File: config.mk
export PLATFORM = sky130hd
export DESIGN_NAME = crossed_quad_mesh_indexer_flat
export DESIGN_NICKNAME = d
export VERILOG_FILES = /design/src/rtl/core/cqmi_pkg.sv /design/src/rtl/core/cqmi_if.sv /design/src/rtl/core/cqmi_front.sv /design/src/rtl/core/cqmi_queue.sv /design/src/rtl/core/cqmi_back.sv /design/src/rtl/core/crossed_quad_mesh_indexer.sv /design/src/flat_wrapper.sv
export SDC_FILE = /design/constraint.sdc
export NUM_CORES = 2
export LEC_CHECK = 0
export BUFFER_PORTS_ARGS = -buffer_cell sky130_fd_sc_hd__buf_2
export CAP_MARGIN = 20
export CELL_PAD_IN_SITES_DETAIL_PLACEMENT = 1
export CELL_PAD_IN_SITES_GLOBAL_PLACEMENT = 1
export CORE_MARGIN = 2
export CORE_UTILIZATION = 45
export DETAILED_ROUTE_END_ITERATION = 10
export PLACE_DENSITY_LB_ADDON = 0.1
export SETUP_SLACK_MARGIN = 0.4
export SYNTH_ARGS = -nofsm -noshare
export SYNTH_HDL_FRONTEND = slang
export SYNTH_SLANG_ARGS = --single-unit
File: constraint.sdc
create_clock -name clk_i -period 19.3 [get_ports clk_i]
set_input_delay 0.965 -clock clk_i [delete_from_list [all_inputs] [get_ports clk_i]]
set_output_delay 0.965 -clock clk_i [all_outputs]
set_load 0.03 [all_outputs]
File: src/rtl/core/cqmi_pkg.sv
// Shared types and constants of the crossed-quad mesh indexer.
// Used by the channel interfaces and all rtl/core modules; no dependencies.
`default_nettype none

package cqmi_pkg;

  localparam int unsigned IDX_W   = 24;
  localparam int unsigned POS_W   = 10;
  localparam int unsigned DIM_W   = 11;
  localparam int unsigned STEP_W  = 17;
  localparam int unsigned COORD_W = 17;
  localparam int unsigned CIDX_W  = 2;

  localparam logic [COORD_W-1:0] COORD_MAX = 17'h10000;

  localparam int unsigned QDEPTH = 2;
  localparam int unsigned QPTR_W = $clog2(QDEPTH);
  localparam int unsigned QCNT_W = $clog2(QDEPTH + 1);

  typedef enum logic [1:0] {
    KIND_POINT = 2'd0,
    KIND_TRI   = 2'd1,
    KIND_EDGE  = 2'd2,
    KIND_CELL  = 2'd3
  } kind_e;

  typedef enum logic [CIDX_W-1:0] {
    CFG_COLS   = 2'd0,
    CFG_ROWS   = 2'd1,
    CFG_STEP_X = 2'd2,
    CFG_STEP_Y = 2'd3
  } cfg_idx_e;

  // position of a record within one rectangle's burst
  typedef enum logic [4:0] {
    REC_P0     = 5'd0,
    REC_P1     = 5'd1,
    REC_P2     = 5'd2,
    REC_P3     = 5'd3,
    REC_P4     = 5'd4,
    REC_T0     = 5'd5,
    REC_T1     = 5'd6,
    REC_T2     = 5'd7,
    REC_T3     = 5'd8,
    REC_E0F    = 5'd9,
    REC_E0B    = 5'd10,
    REC_E1F    = 5'd11,
    REC_E1B    = 5'd12,
    REC_E2F    = 5'd13,
    REC_E2B    = 5'd14,
    REC_E3F    = 5'd15,
    REC_E3B    = 5'd16,
    REC_BOTTOM = 5'd17,
    REC_TOP    = 5'd18,
    REC_LEFT   = 5'd19,
    REC_RIGHT  = 5'd20
  } rec_e;

  typedef struct packed {
    logic [DIM_W-1:0]  cols;
    logic [DIM_W-1:0]  rows;
    logic [STEP_W-1:0] step_x;
    logic [STEP_W-1:0] step_y;
  } cfg_t;

  // one classified rectangle, ready for the record sequencer
  typedef struct packed {
    logic               oog;
    logic               j0;
    logic               jtop;
    logic               i0;
    logic               iright;
    logic [COORD_W-1:0] xl;
    logic [COORD_W-1:0] xr;
    logic [COORD_W-1:0] xc;
    logic [COORD_W-1:0] yb;
    logic [COORD_W-1:0] yt;
    logic [COORD_W-1:0] yc;
    logic [IDX_W-1:0]   ncell;
    logic [IDX_W-1:0]   p0;
    logic [IDX_W-1:0]   p1;
    logic [IDX_W-1:0]   p2;
    logic [IDX_W-1:0]   p3;
    logic [IDX_W-1:0]   p4;
    logic [IDX_W-1:0]   slot_bot;
    logic [IDX_W-1:0]   slot_top;
    logic [IDX_W-1:0]   slot_left;
    logic [IDX_W-1:0]   slot_right;
    logic [IDX_W-1:0]   ev_bot;
    logic [IDX_W-1:0]   ev_top;
  } desc_t;

  typedef struct packed {
    logic              empty;
    logic              full;
    logic [QCNT_W-1:0] count;
  } q_stat_t;

  typedef struct packed {
    kind_e            kind;
    logic [IDX_W-1:0] slot;
    logic [IDX_W-1:0] first_value;
    logic [IDX_W-1:0] second_value;
    logic [IDX_W-1:0] third_value;
    logic             out_of_grid;
    logic             last;
  } rec_t;

  function automatic logic [COORD_W-1:0] sat_coord(input logic [27:0] v);
    logic [COORD_W-1:0] r;
    r = (v > 28'(COORD_MAX)) ? COORD_MAX : v[COORD_W-1:0];
    return r;
  endfunction

endpackage

`default_nettype wire

File: src/rtl/core/cqmi_if.sv
// Valid/ready channel interfaces: configuration writes, rectangle words in,
// mesh record words out. Depends on cqmi_pkg.
`default_nettype none

interface cqmi_cfg_if;
  import cqmi_pkg::*;
  logic              valid;
  logic              ready;
  logic [CIDX_W-1:0] index;
  logic [STEP_W-1:0] data;
  modport source (output valid, index, data, input ready);
  modport sink (input valid, index, data, output ready);
endinterface

interface cqmi_in_if;
  import cqmi_pkg::*;
  logic             valid;
  logic             ready;
  logic [POS_W-1:0] col;
  logic [POS_W-1:0] row;
  modport source (output valid, col, row, input ready);
  modport sink (input valid, col, row, output ready);
endinterface

interface cqmi_out_if;
  import cqmi_pkg::*;
  logic             valid;
  logic             ready;
  kind_e            kind;
  logic [IDX_W-1:0] slot;
  logic [IDX_W-1:0] first_value;
  logic [IDX_W-1:0] second_value;
  logic [IDX_W-1:0] third_value;
  logic             out_of_grid;
  logic             last;
  modport source (output valid, kind, slot, first_value, second_value, third_value,
                  out_of_grid, last, input ready);
  modport sink (input valid, kind, slot, first_value, second_value, third_value,
                out_of_grid, last, output ready);
endinterface

`default_nettype wire

File: src/rtl/core/cqmi_front.sv
// Front end: accepts rectangle words, computes indices and coordinates in
// two register stages and pushes one descriptor into the queue. Uses cqmi_pkg.
`default_nettype none

module cqmi_front #(
  parameter int unsigned MAX_COLS = 1024,
  parameter int unsigned MAX_ROWS = 1024
) (
  input  wire logic            clk_i,
  input  wire logic            rst_ni,
  input  cqmi_pkg::cfg_t       cfg_i,
  cqmi_in_if.sink              in_i,
  input  cqmi_pkg::q_stat_t    q_stat_i,
  output logic                 push_o,
  output cqmi_pkg::desc_t      push_desc_o
);
  import cqmi_pkg::*;

  typedef struct packed {
    logic              oog;
    logic [POS_W-1:0]  i;
    logic [POS_W-1:0]  j;
    logic [DIM_W-1:0]  nx;
    logic [DIM_W-1:0]  ny;
    logic [20:0]       jnx;
    logic [26:0]       x0;
    logic [26:0]       y0;
    logic [STEP_W-1:0] step_x;
    logic [STEP_W-1:0] step_y;
    logic [21:0]       nxny;
    logic [20:0]       pp;
  } sa_t;

  typedef struct packed {
    logic               oog;
    logic [POS_W-1:0]   i;
    logic [POS_W-1:0]   j;
    logic [DIM_W-1:0]   nx;
    logic [DIM_W-1:0]   ny;
    logic [IDX_W-1:0]   nrect;
    logic [IDX_W-1:0]   eb;
    logic [IDX_W-1:0]   a_top;
    logic [IDX_W-1:0]   a_lr;
    logic [IDX_W-1:0]   a_r;
    logic [20:0]        pp;
    logic [COORD_W-1:0] xl;
    logic [COORD_W-1:0] xr;
    logic [COORD_W-1:0] xc;
    logic [COORD_W-1:0] yb;
    logic [COORD_W-1:0] yt;
    logic [COORD_W-1:0] yc;
    logic               j0;
    logic               jtop;
    logic               i0;
    logic               iright;
  } sb_t;

  logic              a_valid_q, b_valid_q, en;
  sa_t               a_d, a_q;
  sb_t               b_d, b_q;
  logic [DIM_W-1:0]  nx, ny;
  logic [DIM_W:0]    nx1, ny1;
  logic [23:0]       pp_full;
  logic [IDX_W-1:0]  nxny24, nx24, ny24, i24, j24, nx4;

  // stall the whole front only when a finished descriptor has nowhere to go
  assign en         = !b_valid_q || !q_stat_i.full;
  assign in_i.ready = en;
  assign push_o     = b_valid_q && !q_stat_i.full;

  // stage A: clamp the grid and run the multiplies
  assign nx      = (cfg_i.cols > DIM_W'(MAX_COLS)) ? DIM_W'(MAX_COLS) : cfg_i.cols;
  assign ny      = (cfg_i.rows > DIM_W'(MAX_ROWS)) ? DIM_W'(MAX_ROWS) : cfg_i.rows;
  assign nx1     = {1'b0, nx} + 12'd1;
  assign ny1     = {1'b0, ny} + 12'd1;
  assign pp_full = 24'(nx1) * 24'(ny1);

  always_comb begin
    a_d.oog    = ({1'b0, in_i.col} >= nx) || ({1'b0, in_i.row} >= ny);
    a_d.i      = in_i.col;
    a_d.j      = in_i.row;
    a_d.nx     = nx;
    a_d.ny     = ny;
    a_d.jnx    = 21'(in_i.row) * 21'(nx);
    a_d.x0     = 27'(in_i.col) * 27'(cfg_i.step_x);
    a_d.y0     = 27'(in_i.row) * 27'(cfg_i.step_y);
    a_d.step_x = cfg_i.step_x;
    a_d.step_y = cfg_i.step_y;
    a_d.nxny   = 22'(nx) * 22'(ny);
    a_d.pp     = pp_full[20:0];
  end

  // stage B: linear index, array bases, saturated coordinates, border flags
  assign nxny24 = IDX_W'(a_q.nxny);

  always_comb begin
    b_d.oog    = a_q.oog;
    b_d.i      = a_q.i;
    b_d.j      = a_q.j;
    b_d.nx     = a_q.nx;
    b_d.ny     = a_q.ny;
    b_d.nrect  = IDX_W'(a_q.i) + IDX_W'(a_q.jnx);
    b_d.eb     = {a_q.nxny[20:0], 3'b000};
    b_d.a_top  = {a_q.nxny[20:0], 3'b000} + nxny24 - IDX_W'(a_q.nx);
    b_d.a_lr   = {a_q.nxny[20:0], 3'b000} + {nxny24[22:0], 1'b0}
               - IDX_W'({a_q.nx, 1'b0});
    b_d.a_r    = {a_q.nxny[20:0], 3'b000} + {nxny24[22:0], 1'b0} + nxny24
               - IDX_W'({a_q.nx, 1'b0}) - IDX_W'(a_q.ny);
    b_d.pp     = a_q.pp;
    b_d.xl     = sat_coord(28'(a_q.x0));
    b_d.xr     = sat_coord(28'(a_q.x0) + 28'(a_q.step_x));
    b_d.xc     = sat_coord(28'(a_q.x0) + 28'(a_q.step_x[STEP_W-1:1]));
    b_d.yb     = sat_coord(28'(a_q.y0));
    b_d.yt     = sat_coord(28'(a_q.y0) + 28'(a_q.step_y));
    b_d.yc     = sat_coord(28'(a_q.y0) + 28'(a_q.step_y[STEP_W-1:1]));
    b_d.j0     = (a_q.j == '0);
    b_d.jtop   = ({1'b0, a_q.j} == a_q.ny - 11'd1);
    b_d.i0     = (a_q.i == '0);
    b_d.iright = ({1'b0, a_q.i} == a_q.nx - 11'd1);
  end

  // descriptor assembly from stage B
  assign nx24 = IDX_W'(b_q.nx);
  assign ny24 = IDX_W'(b_q.ny);
  assign i24  = IDX_W'(b_q.i);
  assign j24  = IDX_W'(b_q.j);
  assign nx4  = {nx24[21:0], 2'b00};

  always_comb begin
    push_desc_o.oog        = b_q.oog;
    push_desc_o.j0         = b_q.j0;
    push_desc_o.jtop       = b_q.jtop;
    push_desc_o.i0         = b_q.i0;
    push_desc_o.iright     = b_q.iright;
    push_desc_o.xl         = b_q.xl;
    push_desc_o.xr         = b_q.xr;
    push_desc_o.xc         = b_q.xc;
    push_desc_o.yb         = b_q.yb;
    push_desc_o.yt         = b_q.yt;
    push_desc_o.yc         = b_q.yc;
    push_desc_o.ncell      = {b_q.nrect[21:0], 2'b00};
    push_desc_o.p0         = b_q.nrect + j24;
    push_desc_o.p1         = b_q.nrect + j24 + nx24 + 24'd1;
    push_desc_o.p2         = b_q.nrect + j24 + nx24 + 24'd2;
    push_desc_o.p3         = b_q.nrect + j24 + 24'd1;
    push_desc_o.p4         = IDX_W'(b_q.pp) + b_q.nrect;
    push_desc_o.slot_bot   = b_q.j0 ? i24 : b_q.eb + b_q.nrect - nx24;
    push_desc_o.slot_top   = b_q.jtop ? nx24 + i24 : b_q.a_top + b_q.nrect;
    push_desc_o.slot_left  = b_q.i0 ? {nx24[22:0], 1'b0} + j24
                                    : b_q.a_lr + b_q.nrect - j24 - 24'd1;
    push_desc_o.slot_right = b_q.iright ? {nx24[22:0], 1'b0} + ny24 + j24
                                        : b_q.a_r + b_q.nrect - j24;
    push_desc_o.ev_bot     = {b_q.nrect[21:0], 2'b00} - nx4 + 24'd2;
    push_desc_o.ev_top     = {b_q.nrect[21:0], 2'b00} + nx4;
  end

  always_ff @(posedge clk_i or negedge rst_ni) begin
    if (!rst_ni) begin
      a_valid_q <= 1'b0;
      b_valid_q <= 1'b0;
    end else if (en) begin
      a_valid_q <= in_i.valid;
      b_valid_q <= a_valid_q;
    end
  end

  always_ff @(posedge clk_i) begin
    if (en) begin
      a_q <= a_d;
      b_q <= b_d;
    end
  end

endmodule

`default_nettype wire

File: src/rtl/core/cqmi_queue.sv
// Descriptor queue between front end and record sequencer.
// Small register FIFO with status struct. Uses cqmi_pkg.
`default_nettype none

module cqmi_queue (
  input  wire logic          clk_i,
  input  wire logic          rst_ni,
  input  wire logic          push_i,
  input  cqmi_pkg::desc_t    push_desc_i,
  input  wire logic          pop_i,
  output cqmi_pkg::desc_t    head_o,
  output cqmi_pkg::q_stat_t  stat_o
);
  import cqmi_pkg::*;

  desc_t             mem_q [QDEPTH];
  logic [QPTR_W-1:0] wr_q, rd_q;
  logic [QCNT_W-1:0] count_q;

  assign head_o       = mem_q[rd_q];
  assign stat_o.count = count_q;
  assign stat_o.empty = (count_q == '0);
  assign stat_o.full  = (count_q == QCNT_W'(QDEPTH));

  always_ff @(posedge clk_i or negedge rst_ni) begin
    if (!rst_ni) begin
      wr_q    <= '0;
      rd_q    <= '0;
      count_q <= '0;
    end else begin
      if (push_i) begin
        wr_q <= (wr_q == QPTR_W'(QDEPTH - 1)) ? '0 : wr_q + 1'b1;
      end
      if (pop_i) begin
        rd_q <= (rd_q == QPTR_W'(QDEPTH - 1)) ? '0 : rd_q + 1'b1;
      end
      case ({push_i, pop_i})
        2'b10:   count_q <= count_q + 1'b1;
        2'b01:   count_q <= count_q - 1'b1;
        default: count_q <= count_q;
      endcase
    end
  end

  always_ff @(posedge clk_i) begin
    if (push_i) begin
      mem_q[wr_q] <= push_desc_i;
    end
  end

endmodule

`default_nettype wire

File: src/rtl/core/cqmi_back.sv
// Back end: walks the head descriptor through its records into the output register,
// one per cycle unless the output stalls. Uses cqmi_pkg.
`default_nettype none

module cqmi_back (
  input  wire logic          clk_i,
  input  wire logic          rst_ni,
  input  cqmi_pkg::desc_t    head_i,
  input  cqmi_pkg::q_stat_t  stat_i,
  output logic               pop_o,
  cqmi_out_if.source         out_o
);
  import cqmi_pkg::*;

  rec_e             rec_d, rec_q;
  rec_t             rec, out_q;
  logic             out_valid_q, load, fin;
  logic [IDX_W-1:0] nc0, nc1, nc2, nc3, ebase;

  assign load  = !out_valid_q || out_o.ready;
  assign fin   = head_i.oog || (rec_q == REC_RIGHT);
  assign pop_o = load && !stat_i.empty && fin;

  assign nc0   = head_i.ncell;
  assign nc1   = head_i.ncell + 24'd1;
  assign nc2   = head_i.ncell + 24'd2;
  assign nc3   = head_i.ncell + 24'd3;
  assign ebase = {head_i.ncell[22:0], 1'b0};

  always_comb begin
    rec      = '0;
    rec.kind = KIND_POINT;
    if (head_i.oog) begin
      rec.out_of_grid = 1'b1;
      rec.last        = 1'b1;
    end else begin
      rec.last = (rec_q == REC_RIGHT);
      unique case (rec_q)
        REC_P0: begin
          rec.slot = head_i.p0;
          rec.first_value  = IDX_W'(head_i.xl);
          rec.second_value = IDX_W'(head_i.yb);
        end
        REC_P1: begin
          rec.slot = head_i.p1;
          rec.first_value  = IDX_W'(head_i.xl);
          rec.second_value = IDX_W'(head_i.yt);
        end
        REC_P2: begin
          rec.slot = head_i.p2;
          rec.first_value  = IDX_W'(head_i.xr);
          rec.second_value = IDX_W'(head_i.yt);
        end
        REC_P3: begin
          rec.slot = head_i.p3;
          rec.first_value  = IDX_W'(head_i.xr);
          rec.second_value = IDX_W'(head_i.yb);
        end
        REC_P4: begin
          rec.slot = head_i.p4;
          rec.first_value  = IDX_W'(head_i.xc);
          rec.second_value = IDX_W'(head_i.yc);
        end
        REC_T0: begin
          rec.kind = KIND_TRI;
          rec.slot = nc0;
          rec.first_value  = head_i.p0;
          rec.second_value = head_i.p3;
          rec.third_value  = head_i.p4;
        end
        REC_T1: begin
          rec.kind = KIND_TRI;
          rec.slot = nc1;
          rec.first_value  = head_i.p2;
          rec.second_value = head_i.p4;
          rec.third_value  = head_i.p3;
        end
        REC_T2: begin
          rec.kind = KIND_TRI;
          rec.slot = nc2;
          rec.first_value  = head_i.p2;
          rec.second_value = head_i.p1;
          rec.third_value  = head_i.p4;
        end
        REC_T3: begin
          rec.kind = KIND_TRI;
          rec.slot = nc3;
          rec.first_value  = head_i.p0;
          rec.second_value = head_i.p4;
          rec.third_value  = head_i.p1;
        end
        REC_E0F: begin
          rec.kind = KIND_EDGE;
          rec.slot = ebase;
          rec.first_value  = nc0;
          rec.second_value = nc1;
        end
        REC_E0B: begin
          rec.kind = KIND_EDGE;
          rec.slot = ebase + 24'd1;
          rec.first_value  = nc1;
          rec.second_value = nc0;
        end
        REC_E1F: begin
          rec.kind = KIND_EDGE;
          rec.slot = ebase + 24'd2;
          rec.first_value  = nc1;
          rec.second_value = nc2;
        end
        REC_E1B: begin
          rec.kind = KIND_EDGE;
          rec.slot = ebase + 24'd3;
          rec.first_value  = nc2;
          rec.second_value = nc1;
        end
        REC_E2F: begin
          rec.kind = KIND_EDGE;
          rec.slot = ebase + 24'd4;
          rec.first_value  = nc2;
          rec.second_value = nc3;
        end
        REC_E2B: begin
          rec.kind = KIND_EDGE;
          rec.slot = ebase + 24'd5;
          rec.first_value  = nc3;
          rec.second_value = nc2;
        end
        REC_E3F: begin
          rec.kind = KIND_EDGE;
          rec.slot = ebase + 24'd6;
          rec.first_value  = nc3;
          rec.second_value = nc0;
        end
        REC_E3B: begin
          rec.kind = KIND_EDGE;
          rec.slot = ebase + 24'd7;
          rec.first_value  = nc0;
          rec.second_value = nc3;
        end
        REC_BOTTOM: begin
          rec.slot        = head_i.slot_bot;
          rec.first_value = nc0;
          if (head_i.j0) begin
            rec.kind = KIND_CELL;
            rec.second_value = head_i.p0;
            rec.third_value  = head_i.p3;
          end else begin
            rec.kind = KIND_EDGE;
            rec.second_value = head_i.ev_bot;
          end
        end
        REC_TOP: begin
          rec.slot        = head_i.slot_top;
          rec.first_value = nc2;
          if (head_i.jtop) begin
            rec.kind = KIND_CELL;
            rec.second_value = head_i.p1;
            rec.third_value  = head_i.p2;
          end else begin
            rec.kind = KIND_EDGE;
            rec.second_value = head_i.ev_top;
          end
        end
        REC_LEFT: begin
          rec.slot        = head_i.slot_left;
          rec.first_value = nc3;
          if (head_i.i0) begin
            rec.kind = KIND_CELL;
            rec.second_value = head_i.p0;
            rec.third_value  = head_i.p1;
          end else begin
            rec.kind = KIND_EDGE;
            rec.second_value = nc0 - 24'd3;
          end
        end
        REC_RIGHT: begin
          rec.slot        = head_i.slot_right;
          rec.first_value = nc1;
          if (head_i.iright) begin
            rec.kind = KIND_CELL;
            rec.second_value = head_i.p2;
            rec.third_value  = head_i.p3;
          end else begin
            rec.kind = KIND_EDGE;
            rec.second_value = nc0 + 24'd7;
          end
        end
        default: begin
          rec.slot = '0;
        end
      endcase
    end
  end

  always_comb begin
    rec_d = rec_q;
    if (load && !stat_i.empty) begin
      rec_d = fin ? REC_P0 : rec_e'(rec_q + 5'd1);
    end
  end

  always_ff @(posedge clk_i or negedge rst_ni) begin
    if (!rst_ni) begin
      out_valid_q <= 1'b0;
      rec_q       <= REC_P0;
    end else begin
      rec_q <= rec_d;
      if (load) begin
        out_valid_q <= !stat_i.empty;
      end
    end
  end

  always_ff @(posedge clk_i) begin
    if (load && !stat_i.empty) begin
      out_q <= rec;
    end
  end

  assign out_o.valid        = out_valid_q;
  assign out_o.kind         = out_q.kind;
  assign out_o.slot         = out_q.slot;
  assign out_o.first_value  = out_q.first_value;
  assign out_o.second_value = out_q.second_value;
  assign out_o.third_value  = out_q.third_value;
  assign out_o.out_of_grid  = out_q.out_of_grid;
  assign out_o.last         = out_q.last;

endmodule

`default_nettype wire

File: src/rtl/core/crossed_quad_mesh_indexer.sv
// Crossed-quad mesh indexer top: configuration registers, front end, queue, back end.
// Path of a record: front stages A and B, a queue entry, then the output register.
// An in-grid rectangle gives 21 records, an out-of-grid one gives 1; the back-end
// sequencer issues one record per cycle on the single output channel unless stalled.
// Input words flow into the front end and the 2-entry queue meanwhile until it fills.
// Reset: cols = rows = 1, step_x = step_y = 65536, pipeline and queue empty.
`default_nettype none

module crossed_quad_mesh_indexer #(
  parameter int unsigned MAX_COLS = 1024,
  parameter int unsigned MAX_ROWS = 1024
) (
  input  wire logic    clk_i,
  input  wire logic    rst_ni,
  cqmi_cfg_if.sink     cfg_i,
  cqmi_in_if.sink      in_i,
  cqmi_out_if.source   out_o
);
  import cqmi_pkg::*;

  cfg_t    cfg_q;
  desc_t   push_desc, head;
  q_stat_t q_stat;
  logic    push, pop;

  assign cfg_i.ready = 1'b1;

  always_ff @(posedge clk_i or negedge rst_ni) begin
    if (!rst_ni) begin
      cfg_q.cols   <= DIM_W'(1);
      cfg_q.rows   <= DIM_W'(1);
      cfg_q.step_x <= STEP_W'(65536);
      cfg_q.step_y <= STEP_W'(65536);
    end else if (cfg_i.valid) begin
      unique case (cfg_idx_e'(cfg_i.index))
        CFG_COLS:   cfg_q.cols   <= cfg_i.data[DIM_W-1:0];
        CFG_ROWS:   cfg_q.rows   <= cfg_i.data[DIM_W-1:0];
        CFG_STEP_X: cfg_q.step_x <= cfg_i.data;
        CFG_STEP_Y: cfg_q.step_y <= cfg_i.data;
        default:    cfg_q        <= cfg_q;
      endcase
    end
  end

  cqmi_front #(
    .MAX_COLS (MAX_COLS),
    .MAX_ROWS (MAX_ROWS)
  ) u_front (
    .clk_i       (clk_i),
    .rst_ni      (rst_ni),
    .cfg_i       (cfg_q),
    .in_i        (in_i),
    .q_stat_i    (q_stat),
    .push_o      (push),
    .push_desc_o (push_desc)
  );

  cqmi_queue u_queue (
    .clk_i       (clk_i),
    .rst_ni      (rst_ni),
    .push_i      (push),
    .push_desc_i (push_desc),
    .pop_i       (pop),
    .head_o      (head),
    .stat_o      (q_stat)
  );

  cqmi_back u_back (
    .clk_i  (clk_i),
    .rst_ni (rst_ni),
    .head_i (head),
    .stat_i (q_stat),
    .pop_o  (pop),
    .out_o  (out_o)
  );

  a_oog_last: assert property (@(posedge clk_i) disable iff (!rst_ni)
    out_o.valid && out_o.out_of_grid |-> out_o.last)
    else $error("out-of-grid record not marked last");

  a_third_zero: assert property (@(posedge clk_i) disable iff (!rst_ni)
    out_o.valid && (out_o.kind == KIND_POINT || out_o.kind == KIND_EDGE)
    |-> out_o.third_value == '0)
    else $error("point or edge record with nonzero third value");

  a_q_bound: assert property (@(posedge clk_i) disable iff (!rst_ni)
    q_stat.count <= QCNT_W'(QDEPTH))
    else $error("descriptor queue overflow");

  a_no_push_full: assert property (@(posedge clk_i) disable iff (!rst_ni)
    push |-> !q_stat.full)
    else $error("push into full queue");

endmodule

`default_nettype wire

File: src/flat_wrapper.sv
// flat-port wrapper written by rule: the top's interface ports become plain ports
module crossed_quad_mesh_indexer_flat import cqmi_pkg::*;
#(
  parameter int unsigned MAX_COLS = 1024,
  parameter int unsigned MAX_ROWS = 1024
)
  (clk_i, rst_ni, cfg_i_valid, cfg_i_index, cfg_i_data, cfg_i_ready, in_i_valid, in_i_col, in_i_row, in_i_ready, out_o_valid, out_o_kind, out_o_slot, out_o_first_value, out_o_second_value, out_o_third_value, out_o_out_of_grid, out_o_last, out_o_ready);
  cqmi_cfg_if cfg_i_i ();
  cqmi_in_if in_i_i ();
  cqmi_out_if out_o_i ();
  input  wire logic clk_i;
  input  wire logic rst_ni;
  input wire logic [$bits(cfg_i_i.valid)-1:0] cfg_i_valid;
  input wire logic [$bits(cfg_i_i.index)-1:0] cfg_i_index;
  input wire logic [$bits(cfg_i_i.data)-1:0] cfg_i_data;
  output wire logic [$bits(cfg_i_i.ready)-1:0] cfg_i_ready;
  input wire logic [$bits(in_i_i.valid)-1:0] in_i_valid;
  input wire logic [$bits(in_i_i.col)-1:0] in_i_col;
  input wire logic [$bits(in_i_i.row)-1:0] in_i_row;
  output wire logic [$bits(in_i_i.ready)-1:0] in_i_ready;
  output wire logic [$bits(out_o_i.valid)-1:0] out_o_valid;
  output wire logic [$bits(out_o_i.kind)-1:0] out_o_kind;
  output wire logic [$bits(out_o_i.slot)-1:0] out_o_slot;
  output wire logic [$bits(out_o_i.first_value)-1:0] out_o_first_value;
  output wire logic [$bits(out_o_i.second_value)-1:0] out_o_second_value;
  output wire logic [$bits(out_o_i.third_value)-1:0] out_o_third_value;
  output wire logic [$bits(out_o_i.out_of_grid)-1:0] out_o_out_of_grid;
  output wire logic [$bits(out_o_i.last)-1:0] out_o_last;
  input wire logic [$bits(out_o_i.ready)-1:0] out_o_ready;
  assign cfg_i_i.valid = cfg_i_valid;
  assign cfg_i_i.index = cfg_i_index;
  assign cfg_i_i.data = cfg_i_data;
  assign cfg_i_ready = cfg_i_i.ready;
  assign in_i_i.valid = in_i_valid;
  assign in_i_i.col = in_i_col;
  assign in_i_i.row = in_i_row;
  assign in_i_ready = in_i_i.ready;
  assign out_o_valid = out_o_i.valid;
  assign out_o_kind = out_o_i.kind;
  assign out_o_slot = out_o_i.slot;
  assign out_o_first_value = out_o_i.first_value;
  assign out_o_second_value = out_o_i.second_value;
  assign out_o_third_value = out_o_i.third_value;
  assign out_o_out_of_grid = out_o_i.out_of_grid;
  assign out_o_last = out_o_i.last;
  assign out_o_i.ready = out_o_ready;
  crossed_quad_mesh_indexer #(.MAX_COLS(MAX_COLS), .MAX_ROWS(MAX_ROWS)) u_core (.clk_i(clk_i), .rst_ni(rst_ni), .cfg_i(cfg_i_i), .in_i(in_i_i), .out_o(out_o_i));
endmodule
# Word level (Yosys, flattened, before mapping)
# Memories as Yosys holds them, arrays and structs flattened.
# Cells that the tools add are included.
[totals] reg_bits=650 ram_bits=786 input_bits=44 out_inout_bits=103 elab_cells=202 memories=1
[op_classes] n_addsub=54 n_mul=5 magnitude_cmp=10 eq_ne=28 muxes=29 n_reduce_logical=24
[mem_list] name="u_core.u_queue.mem_q" words=2 word_bits=393 read_ports=1 rd_clocked_by_memory_dff=0 write_ports=1 line="cqmi_queue.sv:16" rtl="desc_t mem_q [QDEPTH];"
[ops] op="$pmux 48 s21" n=1
[ops] op="$pmux 24 s21" n=1
[ops] op="$mux 24" n=12
[ops] op="$pmux 24 s7" n=1
[ops] op="$add 24x2->24 const B" n=6
[ops] op="$add 24x3->24 const B" n=5
[ops] op="$gt 28x17->1 const B" n=4
[ops] op="$add 24x1->24 const B" n=4
[ops] op="$add 24x24->24" n=4
[ops] op="$sub 24x11->24" n=3
[ops] op="$add 27x16->28" n=2
[ops] op="$add 27x17->28" n=2
[ops] op="$gt 27x17->1 const B" n=2
[ops] op="$mul 10x17->27" n=2
[ops] op="$add 24x22->24" n=2
[ops] op="$sub 24x10->24" n=2
[ops] op="$sub 24x12->24" n=2
[ops] op="$eq 5x4->1 const B" n=8
[ops] op="$eq 5x5->1 const B" n=5
[ops] op="$add 11x1->12 const B" n=2
[ops] op="$add 21x24->24" n=1
[ops] op="$add 24x10->24" n=1
[ops] op="$add 24x11->24" n=1
[ops] op="$add 24x13->24" n=1
[ops] op="other kinds (41)" n=76

# Depth between registers and ports, before layout
[depth] ltp_word=6 depth_mapped=31 mapped_depth_nobuf=28

# By module
# A second synthesis with hierarchy kept.
[unflattened] hier_cells=9964 hier_area_um2=107017.6
[by_module_without_submodules] module="cqmi_front" instances=1 cells_per_inst=6818 area_per_inst_um2=61920.6 seq_area_each_um2=14373.8
[by_module_without_submodules] module="cqmi_queue" instances=1 cells_per_inst=1245 area_per_inst_um2=28818.9 seq_area_each_um2=23822.8
[by_module_without_submodules] module="cqmi_back" instances=1 cells_per_inst=1779 area_per_inst_um2=14056.0 seq_area_each_um2=3153.0
[by_module_without_submodules] module="crossed_quad_mesh_indexer" instances=1 cells_per_inst=122 area_per_inst_um2=2222.1 seq_area_each_um2=1406.3

# Worst setup path after synthesis
# No wires, ideal clock.
[synth_path] kind="reg-to-reg" start="reg u_core.u_queue.count_q[0]" end="mem u_core.u_queue.mem_q[0][100] (netlist bit) (enable)" setup_ps=1142 t_arrival_ps=16615 required_ps=18158 path_slack_ps=1543 path_stages_with_launch=4 path_buffers=0 period_less_slack_ps=17757 cell_sequence="dfrtp_1 > nand2b_1 > nand2_1 > nor2_1"
[synth_via] elab_chain_cells=5
[synth_lines] element="start, declared" line="cqmi_queue.sv:18" rtl="logic [QCNT_W-1:0] count_q;"
[synth_lines] element="start signal, assigned" line="cqmi_queue.sv:38" rtl="2'b10: count_q <= count_q + 1'b1;"
[synth_lines] element="start signal, assigned" line="cqmi_queue.sv:39" rtl="2'b01: count_q <= count_q - 1'b1;"
[synth_lines] element="start signal, assigned" line="cqmi_queue.sv:40" rtl="default: count_q <= count_q;"
[synth_lines] element="$eq 2x2->1" line="cqmi_queue.sv:23" rtl="assign stat_o.full = (count_q == QCNT_W'(QDEPTH));"
[synth_lines] element="$logic_not 1->1" line="cqmi_front.sv:69" rtl="assign push_o = b_valid_q && !q_stat_i.full;"
[synth_lines] element="$logic_and 1x1->1" line="cqmi_front.sv:69"
[synth_lines] element="$mux 1" line="cqmi_queue.sv:46" rtl="if (push_i) begin"
[synth_lines] element="$mux 1 (not written as such)" line="cqmi_queue.sv:47" rtl="mem_q[wr_q] <= push_desc_i;"
[synth_lines] element="end, declared" line="cqmi_queue.sv:16"
# No other way between the ends.

==> out/qor.log <==
INFO  routing        vias_per_cell=5.87
INFO  finish         fraction_of_final_layout_cells_with_drive_strength_greater_than_1=8.55%
INFO  clocking       cts_max_path_buffers=3
INFO  grt            initial_antenna_violation_count=16
INFO  logic_synthesis synth_enable_flop_cells=1349
INFO  timing         fin_crit_sh=39.7%
INFO  finish         multiInputGateArea=51500µm²
INFO  clocking       cts.root.buffer_cell=sky130_fd_sc_hd__clkbuf_16
INFO  timing         rsz0062_at_grt=false
INFO  placement      detailedPlacementHpwl=268000µm
INFO  placement      port-buffer-count=145
INFO  setup_path     cell_occurring_most_often_along_the_worst_timing_path=sky130_fd_sc_hd__fa_1
INFO  min_path       startpoint_of_the_lowest_slack_hold_path=in_i_valid
INFO  routing        detail_route.wl_per_cell=28.4µm
INFO  min_path       worst_hold_path.num_cells=2
INFO  die            initial_core_util=45.2%
INFO  die            placeableCoreArea=219000µm²
INFO  clocking       worst_skew_late_latency=0.90ns
INFO  clocking       clock_sinks=1417
INFO  setup_path     critPathMaxFanout=18
INFO  die            dieArea=224000µm²
INFO  routing        post-route-drc-count=0
INFO  routing        drt_pre_antenna_iters=6
INFO  logic_synthesis ys_warn_count=0
INFO  clocking       cts_h_tree_depth=4
INFO  logic_synthesis avgSynthCellArea=10.9µm²
INFO  logic_synthesis synth_xor_area_share=4.89%
INFO  timing         timing_hold_violations_final=0
INFO  die            row_count=172
INFO  setup_path     timing.critical_path.to_type=register
INFO  logic_synthesis ys.flop_type=sky130_fd_sc_hd__edfxtp_1
INFO  finish         seq_area=42200µm²
INFO  min_path       worst_hold_path.endpoint=u_core.u_front.a_valid_q$_DFFE_PN0P_
INFO  die            top_ports=147
INFO  setup_path     criticalPathCategory=reg2reg
INFO  logic_synthesis synth_sequential_area_ratio=42.6%
INFO  setup_path     timing.critical_path.from_type=register
INFO  logic_synthesis syn_area=99000µm²
INFO  routing        num_vias=71.8k
INFO  setup_path     cpMaxStageDelayCell=sky130_fd_sc_hd__nor4_1
INFO  timing         finalSetupViolations=0
INFO  logic_synthesis synth_compound_gate_area_share=10.5%
INFO  setup_path     reg2regPathDepth=23
INFO  timing         max_clock_freq=0.130GHz
INFO  logic_synthesis ys_ff_latch=1417
INFO  grt            grtUsageTotal=30.8%
INFO  placement      gp_congestion=0.951
INFO  finish         final.fill_count=23.4k
INFO  clocking       cts-resized-gates=0
INFO  run_status     outcome=completed
INFO  run            maxCapViolCount=0
INFO  setup_path     max_stage_delay=0.78ns
INFO  routing        drt_first_iter_violations=6554
INFO  setup_path     cp_cell_sequence=nand2b_1, inv_1, ha_1, nand3_1, nor4_1, xnor2_1, nand2_1, fa_1, fa_1, fa_1, inv_1, fa_1, inv_1, fa_1, inv_1, ha_1, a21boi_0, o21ai_0, a21o_1, a21oi_1, a211oi_1, o21bai_1, xnor2_1
INFO  routing        postRouteAntennaNets=0
INFO  logic_synthesis synth_cell_type_count=96
INFO  setup_path     largest_delay_share_family_worst_path=adder cells
INFO  finish         syn_to_final_growth=9.86%
INFO  grt            grt_first_pass_wirelength=507000µm
INFO  setup_path     path_buf_inv=4
INFO  die            die_w=473µm
INFO  timing         finClkSkew=0.112ns
INFO  logic_synthesis proportion_of_synthesized_flip_flops_having_asynchronous_set_or_reset=4.80%
INFO  logic_synthesis post_synth_simple_gate_area=11.5%
INFO  setup_path     r2r_setup_slack=11.63ns
INFO  logic_synthesis largest_family_of_logic_cells_by_synthesized_area=adder cells
INFO  setup_path     worst_ep_required_time=19.86ns
INFO  setup_path     r2r_end=u_core.u_front.a_q[20]$_DFFE_PP_
INFO  die            die_height=473µm
INFO  routing        postRouteWirelength=347000µm
INFO  logic_synthesis synth_fa_ha_area_share=20.8%
INFO  grt            globalRoute.totalOverflow=0
INFO  setup_path     worstPathArrival=8.23ns
INFO  clocking       tritoncts=done
INFO  timing         relSlewSlack=14.8%
INFO  timing         drv_slew=0
INFO  timing         slew_at_the_pin_with_the_worst_max_slew_slack=1.25ns
INFO  grt            grt_max_degree=157
INFO  grt            grt_pass1_vias=74.8k
INFO  setup_path     critical_path.reg2reg.startpoint=u_core.cfg_q[34]$_DFFE_PN1P_
INFO  timing         finalWorstPathRequiredPeriod=7.67ns
INFO  clocking       cts_made_buffers=161
INFO  logic_synthesis post_synth_mux_area_share=4.21%
INFO  clocking       cts.reportedPaths.clkPinSlew=0.06ns
INFO  logic_synthesis syn_inst=9062
INFO  finish         finish.net_count=10.6k
INFO  timing         aggregate_negative_setup_slack=0ns
INFO  min_path       min-delay-path-class=in2reg
cells by family (layout without fill, tap and decap cells):
family                   count (synthesis)  in the layout
AO/OA/AOI/OAI                         1569           1569
XOR/XNOR                               553            553
adder cells (fa/ha/maj)               1301           1301
buffers and inverters                 1434           1709
flip-flops                            1417           1417
multiplexers                           393            393
other                                    2             32
AND/OR/NAND/NOR                       2393           2393
metrics by stage:
step / instance area, µm² / cells / util [%] / hold WS (ns) / setup WS [ns]
detailed placement: 103000 / 11930 / 47.2 / 0.407 / 11.62
floorplan: 99100 / 9085 / - / 0.400 / 1.54
global route: 109000 / 12233 / 49.6 / 0.320 / 11.15
finish: 109000 / 12238 / 49.6 / 0.361 / 11.63
CTS: 109000 / 12226 / 49.6 / 0.293 / 11.61
global placement: 103000 / 11927 / 47.2 / 0.403 / 11.80
synthesized netlist by cell type (100+ instances only):
library cell / count / area (µm²)
sky130_fd_sc_hd__nor2b_1: 100 / 626
sky130_fd_sc_hd__ha_1: 733 / 9170
sky130_fd_sc_hd__mux2i_1: 204 / 2040
sky130_fd_sc_hd__clkbuf_1: 264 / 991
sky130_fd_sc_hd__a21oi_1: 418 / 2090
sky130_fd_sc_hd__edfxtp_1: 1349 / 40500
sky130_fd_sc_hd__and2_1: 267 / 1670
sky130_fd_sc_hd__nand3_1: 156 / 781
sky130_fd_sc_hd__fa_1: 568 / 11400
sky130_fd_sc_hd__xnor2_1: 399 / 3490
sky130_fd_sc_hd__o21ai_0: 300 / 1500
sky130_fd_sc_hd__nor2_1: 550 / 2060
sky130_fd_sc_hd__mux2_2: 189 / 2130
sky130_fd_sc_hd__a21o_1: 111 / 833
sky130_fd_sc_hd__xor2_1: 154 / 1350
sky130_fd_sc_hd__nor3_1: 163 / 816
sky130_fd_sc_hd__nand2_1: 783 / 2940
sky130_fd_sc_hd__inv_1: 1110 / 4170
timing repair:
item / CTS / global route
endpoints found under the hold margin: 12 / 0
hold buffers: 1 / 0
buffers inserted: 0 / 0
sequential cells by signal, summed over array words and instances, names as in the netlist, 2 cells and up:
| signal | count |
|---|---|
| u_core.cfg_q | 56 |
| u_core.u_back.out_o.first_value | 24 |
| u_core.u_back.out_o.kind | 2 |
| u_core.u_back.out_o.second_value | 24 |
| u_core.u_back.out_o.slot | 24 |
| u_core.u_back.out_o.third_value | 24 |
| u_core.u_back.rec_q | 5 |
| u_core.u_front.a_q | 195 |
| u_core.u_front.b_q | 153 |
| u_core.u_front.push_desc_o | 129 |
| u_core.u_queue.count_q | 2 |
| u_core.u_queue.mem_q | 772 |
how the worst max path moves through the flow:
stage / startpoint / end / slack, ns / depth (start not counted)
2_1_floorplan: u_core.u_queue.count_q[0]$_DFFE_PN0P_ / u_core.u_queue.mem_q[0][100]$_DFFE_PP_ / 1.54 / 3
3_3_place_gp: u_core.cfg_q[34]$_DFFE_PN1P_ / u_core.u_front.a_q[20]$_DFFE_PP_ / 11.80 / 23
3_5_place_dp: u_core.cfg_q[34]$_DFFE_PN1P_ / u_core.u_front.a_q[20]$_DFFE_PP_ / 11.62 / 23
4_1_cts: u_core.cfg_q[34]$_DFFE_PN1P_ / u_core.u_front.a_q[20]$_DFFE_PP_ / 11.61 / 23
5_1_grt: u_core.cfg_q[34]$_DFFE_PN1P_ / u_core.u_front.a_q[20]$_DFFE_PP_ / 11.15 / 23
6_report: u_core.cfg_q[34]$_DFFE_PN1P_ / u_core.u_front.a_q[20]$_DFFE_PP_ / 11.63 / 23
cell type report:
type	count	area share [%]
multi-input combinational	6234	47.4
inverter	1123	3.88
tap	2871	3.30
timing repair buffer	291	1.70
antenna	7	0.0161
clock buffer	191	3.81
clock inverter	104	1.10
sequential	1417	38.8
metal layers:
metal / wire length (µm) / vias to the layer above / GRT usage (%)
li1: - / 32074 / -
met1: 156000 / 37045 / 43.6
met2: 158000 / 2223 / 49.1
met3: 19400 / 495 / 3.59
met4: 13600 / 4 / 10.8
met5: 28 / - / 0
layout by cell type, fill, tap and decap left out, drive strengths merged, types with 26 or more instances in the layout:
master   instances
a2111oi         32
a211oi          61
a21boi          32
a21o           111
a21oi          422
a221oi          73
a222oi          55
a22oi           49
a31oi           60
and2           268
and3            54
buf            287
clkbuf         194
clkinv          86
dfrtp           64
edfxtp        1349
fa             568
ha             733
inv           1121
mux2           189
mux2i          204
nand2          783
nand2b          78
nand3          156
nand4           46
nor2           550
nor2b          100
nor3           163
nor4            50
o21a            50
o21ai          305
o21bai          50
o221ai          26
o22ai           70
or2             35
or3             32
xnor2          399
xor2           154
Power is not shown: default switching activity piles up to over one toggle a cycle in this logic, so the estimate is an artifact.
